[config.mk]
export PLATFORM = sky130hd
export DESIGN_NAME = saabb_div
export DESIGN_NICKNAME = d
export VERILOG_FILES = /design/src/rtl/swept_aabb_collision_test_unit_defines.svh /design/src/rtl/saabb_pkg.sv /design/src/rtl/saabb_div.sv
export SDC_FILE = /design/constraint.sdc
export NUM_CORES = 2
export LEC_CHECK = 0
export ABC_CLOCK_PERIOD_IN_PS = 4400
export CAP_MARGIN = 40
export CORE_ASPECT_RATIO = 1.75
export CORE_MARGIN = 8
export CORE_UTILIZATION = 60
export CTS_CLUSTER_SIZE = 10
export DETAILED_ROUTE_END_ITERATION = 12
export DONT_BUFFER_PORTS = 1
export GPL_ROUTABILITY_DRIVEN = 0
export HOLD_SLACK_MARGIN = 0.15
export PLACE_DENSITY = 0.76
export SYNTH_ARGS = -nofsm -noshare
export SYNTH_HDL_FRONTEND = slang
export SYNTH_SLANG_ARGS = --single-unit
[constraint.sdc]
create_clock -name clk_i -period 4.4 [get_ports clk_i]
set_clock_uncertainty 0.2 [all_clocks]
set_input_delay 0.44 -clock clk_i [delete_from_list [all_inputs] [get_ports clk_i]]
set_output_delay 0.44 -clock clk_i [all_outputs]
set_load 0.005 [all_outputs]
[src/rtl/swept_aabb_collision_test_unit_defines.svh]
// ----------------------------------------------------------------------------
// Swept box collision test: assertion macros
// Shared concurrent assertion forms, clocked on clk_i, quiet during reset.
// ----------------------------------------------------------------------------
`ifndef SWEPT_AABB_COLLISION_TEST_UNIT_DEFINES_SVH
`define SWEPT_AABB_COLLISION_TEST_UNIT_DEFINES_SVH

// Same-cycle implication.
`define SAABB_ASSERT_NOW(name, ante, cons, msg) \
  name: assert property (@(posedge clk_i) disable iff (!rst_ni) (ante) |-> (cons)) \
    else $error(msg);

// Consequent checked a fixed number of cycles later.
`define SAABB_ASSERT_LAT(name, ante, lat, cons, msg) \
  name: assert property (@(posedge clk_i) disable iff (!rst_ni) (ante) |-> ##lat (cons)) \
    else $error(msg);

`endif

[src/rtl/saabb_pkg.sv]
// ----------------------------------------------------------------------------
// Swept box collision test package
// Field widths, register map and item types.
// ----------------------------------------------------------------------------
`timescale 1ns / 1ps

package saabb_pkg;

  localparam int COORD_W   = 24;
  localparam int TIME_W    = 24;
  localparam int TIME_INT  = 4;
  localparam int TIME_FRAC = TIME_W - TIME_INT;
  localparam int ADDR_W    = 3;

  localparam int FRAME_TIME_RESET = 17476;

  // Register index, byte address is 4 * index.
  localparam logic [ADDR_W-3:0] REG_FRAME_TIME = 1'b0;

  typedef struct packed {
    logic signed [COORD_W-1:0] a_min_x;
    logic signed [COORD_W-1:0] a_min_y;
    logic signed [COORD_W-1:0] a_max_x;
    logic signed [COORD_W-1:0] a_max_y;
    logic signed [COORD_W-1:0] b_min_x;
    logic signed [COORD_W-1:0] b_min_y;
    logic signed [COORD_W-1:0] b_max_x;
    logic signed [COORD_W-1:0] b_max_y;
    logic signed [COORD_W-1:0] a_vel_x;
    logic signed [COORD_W-1:0] a_vel_y;
    logic signed [COORD_W-1:0] b_vel_x;
    logic signed [COORD_W-1:0] b_vel_y;
  } in_t;

  typedef struct packed {
    logic              hit;
    logic [TIME_W-1:0] time_first;
  } res_t;

endpackage

[src/rtl/saabb_div.sv]
// ----------------------------------------------------------------------------
// Pipelined saturating divider
// q = min(floor(gap * 2^TIME_FRAC / mag), 2^TIME_W - 1), one quotient bit per
// stage, restoring; takes a new operand pair every cycle.
// ----------------------------------------------------------------------------
`timescale 1ns / 1ps

module saabb_div (
  input  logic                            clk_i,
  input  logic [saabb_pkg::COORD_W-1:0]   gap_i,
  input  logic [saabb_pkg::COORD_W:0]     mag_i,
  output logic [saabb_pkg::TIME_W-1:0]    q_o
);

  localparam int CW = saabb_pkg::COORD_W;
  localparam int TW = saabb_pkg::TIME_W;
  localparam int NS = TW + 1;
  localparam int TI = saabb_pkg::TIME_INT;
  localparam int TF = saabb_pkg::TIME_FRAC;

  logic          sat_q [NS];
  logic [CW-1:0] r_q   [NS];
  logic [CW:0]   mag_q [NS];
  logic [TW-1:0] n_q   [NS];
  logic [TW-1:0] qt_q  [NS];

  logic sat_d;
  // Quotient overflows TW bits exactly when gap >= mag * 2^TIME_INT.
  assign sat_d = {{TI{1'b0}}, 1'b0, gap_i} >= {mag_i, {TI{1'b0}}};

  always_ff @(posedge clk_i) begin
    sat_q[0] <= sat_d;
    r_q[0]   <= CW'(gap_i >> TI);
    mag_q[0] <= mag_i;
    n_q[0]   <= {gap_i[TI-1:0], {TF{1'b0}}};
    qt_q[0]  <= '0;
  end

  for (genvar k = 1; k < NS; k++) begin : g_stage
    logic [CW:0] rr;
    logic [CW:0] diff;
    logic        ge;
    assign rr   = {r_q[k-1], n_q[k-1][TW-1]};
    assign diff = rr - mag_q[k-1];
    assign ge   = rr >= mag_q[k-1];

    always_ff @(posedge clk_i) begin
      sat_q[k] <= sat_q[k-1];
      mag_q[k] <= mag_q[k-1];
      r_q[k]   <= ge ? diff[CW-1:0] : rr[CW-1:0];
      n_q[k]   <= n_q[k-1] << 1;
      qt_q[k]  <= {qt_q[k-1][TW-2:0], ge};
    end
  end

  assign q_o = sat_q[NS-1] ? '1 : qt_q[NS-1];

endmodule

Word-level counts from Yosys, hierarchy flattened
Memory sizes are Yosys's and may differ from the RTL's.
Cells that the tools add are included.
{"block": "totals", "reg_bits": 0, "ramBits": 2425, "in_bits": 50, "output_inout_bits": 24, "wordCells": 79, "mem_count": 5}
{"block": "op_classes", "addsub": 24, "magnitude_cmp": 25, "n_mux": 25}
{"name": "mag_q", "depth": 25, "word_bits": 25, "rd": 24, "rd_ports_with_merged_regs": 0, "wr": 25, "line_no": "saabb_div.sv:23", "text": "logic [CW:0] mag_q [NS];"}
{"name": "qt_q", "depth": 25, "word_bits": 24, "rd": 25, "rd_ports_with_merged_regs": 0, "wr": 25, "line_no": "saabb_div.sv:25", "text": "logic [TW-1:0] qt_q [NS];"}
{"name": "r_q", "depth": 25, "word_bits": 24, "rd": 24, "rd_ports_with_merged_regs": 0, "wr": 25, "line_no": "saabb_div.sv:22", "text": "logic [CW-1:0] r_q [NS];"}
{"name": "n_q", "depth": 25, "word_bits": 23, "rd": 24, "rd_ports_with_merged_regs": 0, "wr": 25, "line_no": "saabb_div.sv:24", "text": "logic [TW-1:0] n_q [NS];"}
{"name": "sat_q", "depth": 25, "word_bits": 1, "rd": 25, "rd_ports_with_merged_regs": 0, "wr": 25, "line_no": "saabb_div.sv:21", "text": "logic sat_q [NS];"}
{"operator": "greater-or-equal comparator 25 bit", "n": 24}
{"operator": "2-to-1 mux 24 bit", "n": 25}
{"operator": "subtractor 24 bit", "n": 24}
{"operator": "greater-or-equal comparator 24 x 29 -> 1 bit", "n": 1}

Depth between registers and ports, before layout
An unclocked memory read counts as a cell.
{"block": "logic_depth", "depth_word": 3, "mapped_depth": 14, "ltp_nobuf": 13}

Worst setup path before layout
Ideal clock, no wire load.
{"block": "synth_timing", "kind": "reg-to-reg", "from": "memory mag_q[0][201] (netlist name)", "to": "memory r_q[0][222] (netlist name)", "setup_time_ps": 121, "t_arrival_ps": 2792, "required_ps": 4079, "path_slack_ps": 1287, "stages_incl_launch_ff": 14, "n_path_buf": 2, "period_less_slack_ps": 3113, "cell_sequence": "dfxtp_1 -> inv_1 -> ha_1 -> nor2b_1 -> o31a_1 -> o31ai_2 -> a21oi_1 -> or2_4 -> a311o_1 -> a21oi_2 -> o21a_1 -> buf_6 -> buf_12 -> mux2_4"}
{"element": "start: declaration", "line_no": "saabb_div.sv:23"}
{"element": "end: declaration", "line_no": "saabb_div.sv:22"}

==> summary.txt <==
Run status
  – Status: complete, no violations

Setup path
  – Reg-to-reg startpoint: mag_q[0][1]
  – WP buf/inv: 2
  – Largest fanout on the critical path: 17
  – Worst Path Required: 4.87 ns
  – Crit path depth: 11
  – Crit path DAT: 4.61 ns
  – Crit path cell chain: inv_1, ha_1, nor2b_1, o21a_1, o21ai_0, a211oi_1, o21ai_0, a31oi_1, o21ai_2, inv_2, mux2_2
  – Worst setup EP type: register
  – Top cell family by delay on the critical path: compound AO/OA/AOI/OAI gates
  – CP dominant cell by count: o21ai_0
  – Slowest CP cell: a211oi_1
  – R2r endpoint: r_q[0][41]
  – Cells on worst reg2reg path: 11
  – Setup CP Type: reg2reg
  – R2R Setup Slk: 0.27 ns
  – Crit start category: register
  – Critical Path Max Stage Delay: 0.63 ns

Clock network
  – Cts repair resizes: 0
  – Hold Buf Count CTS: 450
  – H-tree depth: 4
  – Max Buffers Root-to-Sink: 3
  – Clock transition at the registers of the reported paths: 0.05 ns
  – Clock Latency Late Sink: 0.81 ns
  – Clock sinks: 1,507
  – Root Driver: clkbuf_16
  – TritonCTS clock tree: done
  – Num CTS Buffers: 169
  – Post-CTS Setup Bufs: 0

Layout
  – Layout cells sized above 1: 9.00%
  – Most frequent cells in the layout: dfxtp_1 (1,507), inv_1 (773), ha_1 (615)
  – Most common cell after layout, fill and taps aside: dfxtp_1
  – Final nets: 8,139
  – Layout area overhead: 16.7%
  – Post-layout util: 70.4%

Timing
  – Final Critical Period: 4.13 ns
  – Fmax: 242 MHz
  – Max-slew headroom: 32.8%
  – Fin Hold WS: 0.132 ns
  – Setup TNS Final: 0 ns
  – Pins Over Slew Limit: 0
  – Fin. Hold Viols: 0
  – Worst Tran Pin Value: 1.01 ns
  – RSZ-0062 raised after global routing: false
  – Tcrit/Tclk final: 94.0%
  – Final setup vio count: 0

Logic synthesis
  – Top FF cell, synth: dfxtp_1
  – Post-synth cell types: 101
  – Ys async rst share: 0%
  – Seq cells post-synth: 1,507
  – Ranking of synthesized cells by area: dfxtp_1 (45%), ha_1 (12%), mux2_2 (5.0%), inv_1 (4.3%), a21oi_1 (3.6%)
  – Yosys top cell by area: dfxtp_1
  – Mapped cell area: 66,800 sq um
  – Syn nets: 7,556
  – Syn Area/Cell: 9.73 sq um
  – Cells after synthesis: 6,868
  – Post-synth EDFFs: 0
  – Yosys Warn Count: 0
  – Yosys top cell area share: 45.1%
  – Sequential share of the synthesized area: 45.1%

Floorplanning
  – Initial core utilization: 60.3%
  – Chip Height: 458 um
  – Core area: 111,000 sq um
  – Ports: 74
  – Rows: 162
  – Width of the chip: 268 um
  – Die area: 123,000 sq um

Pwr
  – PD cells: 792 nW/um^2
  – P_leak: 0.0367 uW
  – Peak supply drop: 0.000435 V

Global route
  – GR Layer Usage met3: 6.04%
  – Largest net degree at the start of global routing: 46
  – Grt total ovfl: 0
  – Overall Global Routing Usage: 29.8%
  – Most used routing layer: met2
  – Vias in the first global route: 57,200
  – First-pass GRT wire length: 284,000 um
  – GR Layer Usage met2: 60.8%
  – Met1 GRT Util: 18.0%
  – Initial antenna violation count: 7

Placed design
  – Port bufs: 0
  – Post-DP HPWL: 135,000 um

Min path
  – Hold path start: qt_q[23][20]
  – Hold Path Sink: qt_q[24][21]
  – Hold path depth: 0
  – Min-delay worst type: reg2reg

Detailed routing
  – Wire per inst: 20.7 um
  – Number of remaining DRC errors: 0
  – DR pass1 iterations: 7
  – Number of routed nets with antenna violations: 0
  – Via Count: 52,200
  – Starting DRT DRC Count: 2,495
  – Vias per cell: 5.83
  – Overall routed net length: 185,000 um

Run
  – Max-cap viol count: 0
==> kinds of logic (layout without fill, tap and decap cells) <==
group                    after synthesis  count (layout)  share of synthesized area, %
AND/OR/NAND/NOR                     1426            1426                          10.3
AO/OA/AOI/OAI                       1652            1652                          16.0
flip-flops                          1507            1507                          45.1
other                                  0               2                             0
buffers and inverters                885            1486                          5.16
adder cells (fa/ha/maj)              638             638                          12.2
multiplexers                         334             334                          5.68
XOR/XNOR                             426             426                          5.58
==> flip-flops by register name, indices dropped and copies added, names as in the netlist <==
signal / flops
r_q: 572
sat_q: 25
qt_q: 300
n_q: 10
mag_q: 600
==> per-stage QoR <==
| step | setup slack, ns | total power (uW) | area, sq um | std cells |
|---|---|---|---|---|
| after floorplan | 1.29 | 39800 | 66800 | 6868 |
| after global placement | 0.465 | 46300 | 68800 | 8293 |
| after detailed placement | 0.424 | 47300 | 68800 | 8298 |
| after CTS | 0.394 | 61000 | 78000 | 8937 |
| after global routing | 0.182 | 65300 | 78000 | 8946 |
| final | 0.266 | 61800 | 78000 | 8947 |
==> layout make-up <==
type | instances | area [sq um]
fillers | 7821 | 32800
diodes | 2 | 5.00
multi-input cells | 4476 | 33300
clock inverters | 14 | 350
inverters | 775 | 2910
clock buffers | 175 | 4290
flip-flops and latches | 1507 | 30200
well taps | 1476 | 1850
repair buffers | 522 | 5160
==> power by group <==
part | total (uW) | internal, uW | switching (uW)
Clock | 12400 | 6930 | 5480
Combinational | 29800 | 13400 | 16400
Sequential | 19500 | 17600 | 1930
Total | 61800 | 37900 | 23900
==> worst reg2reg max path: stages, from the launching register on <==
cell	delay, ns
dfxtp_1	0.38
inv_1	0.07
ha_1	0.33
nor2b_1	0.22
o21a_1	0.15
o21ai_0	0.23
a211oi_1	0.63
o21ai_0	0.45
a31oi_1	0.41
o21ai_2	0.12
inv_2	0.39
mux2_2	0.40
==> cells in the mapped netlist, types with 12 or more instances <==
cell type and instances:
a31o_2 12, nor3_1 93, fa_1 23, o21ai_0 386
o31a_1 28, a211oi_1 34, and4_1 17, buf_2 21
a21oi_1 487, ha_1 615, o31ai_1 41, nand3_1 119
and3_1 56, nor2b_1 85, o21ai_1 12, or3_1 23
or2_2 38, a211o_1 24, o21bai_1 43, nand2b_1 64
nand2_1 415, xnor2_1 256, mux2_2 296, a31oi_1 45
a21boi_0 27, clkbuf_1 73, nor4_1 22, nor2_1 348
xor2_1 170, o21a_1 93, mux2_4 16, dfxtp_1 1507
inv_1 773, a21o_1 230, mux2i_1 22, o211ai_1 23
nand4_1 76, and2_1 31
==> worst max-delay path by stage <==
stage / start / end / slack (ns)
2_1_floorplan: mag_q[0][201] / r_q[0][222] / 1.29
3_3_place_gp: mag_q[0][226] / r_q[0][263] / 0.47
3_5_place_dp: mag_q[0][226] / r_q[0][263] / 0.42
4_1_cts: mag_q[0][226] / r_q[0][263] / 0.39
5_1_grt: mag_q[0][226] / r_q[0][263] / 0.18
6_report: mag_q[0][1] / r_q[0][41] / 0.27
==> per-layer routing <==
layer / routed length (um) / up-vias / share of wire [%]
met4: 26600 / 6 / 14
met5: 45 / - / 0.024
met1: 47000 / 24600 / 25
met2: 104000 / 1712 / 56
li1: - / 24800 / -
met3: 7210 / 1119 / 3.9
No activity file was read; power rests on OpenSTA's default activity.
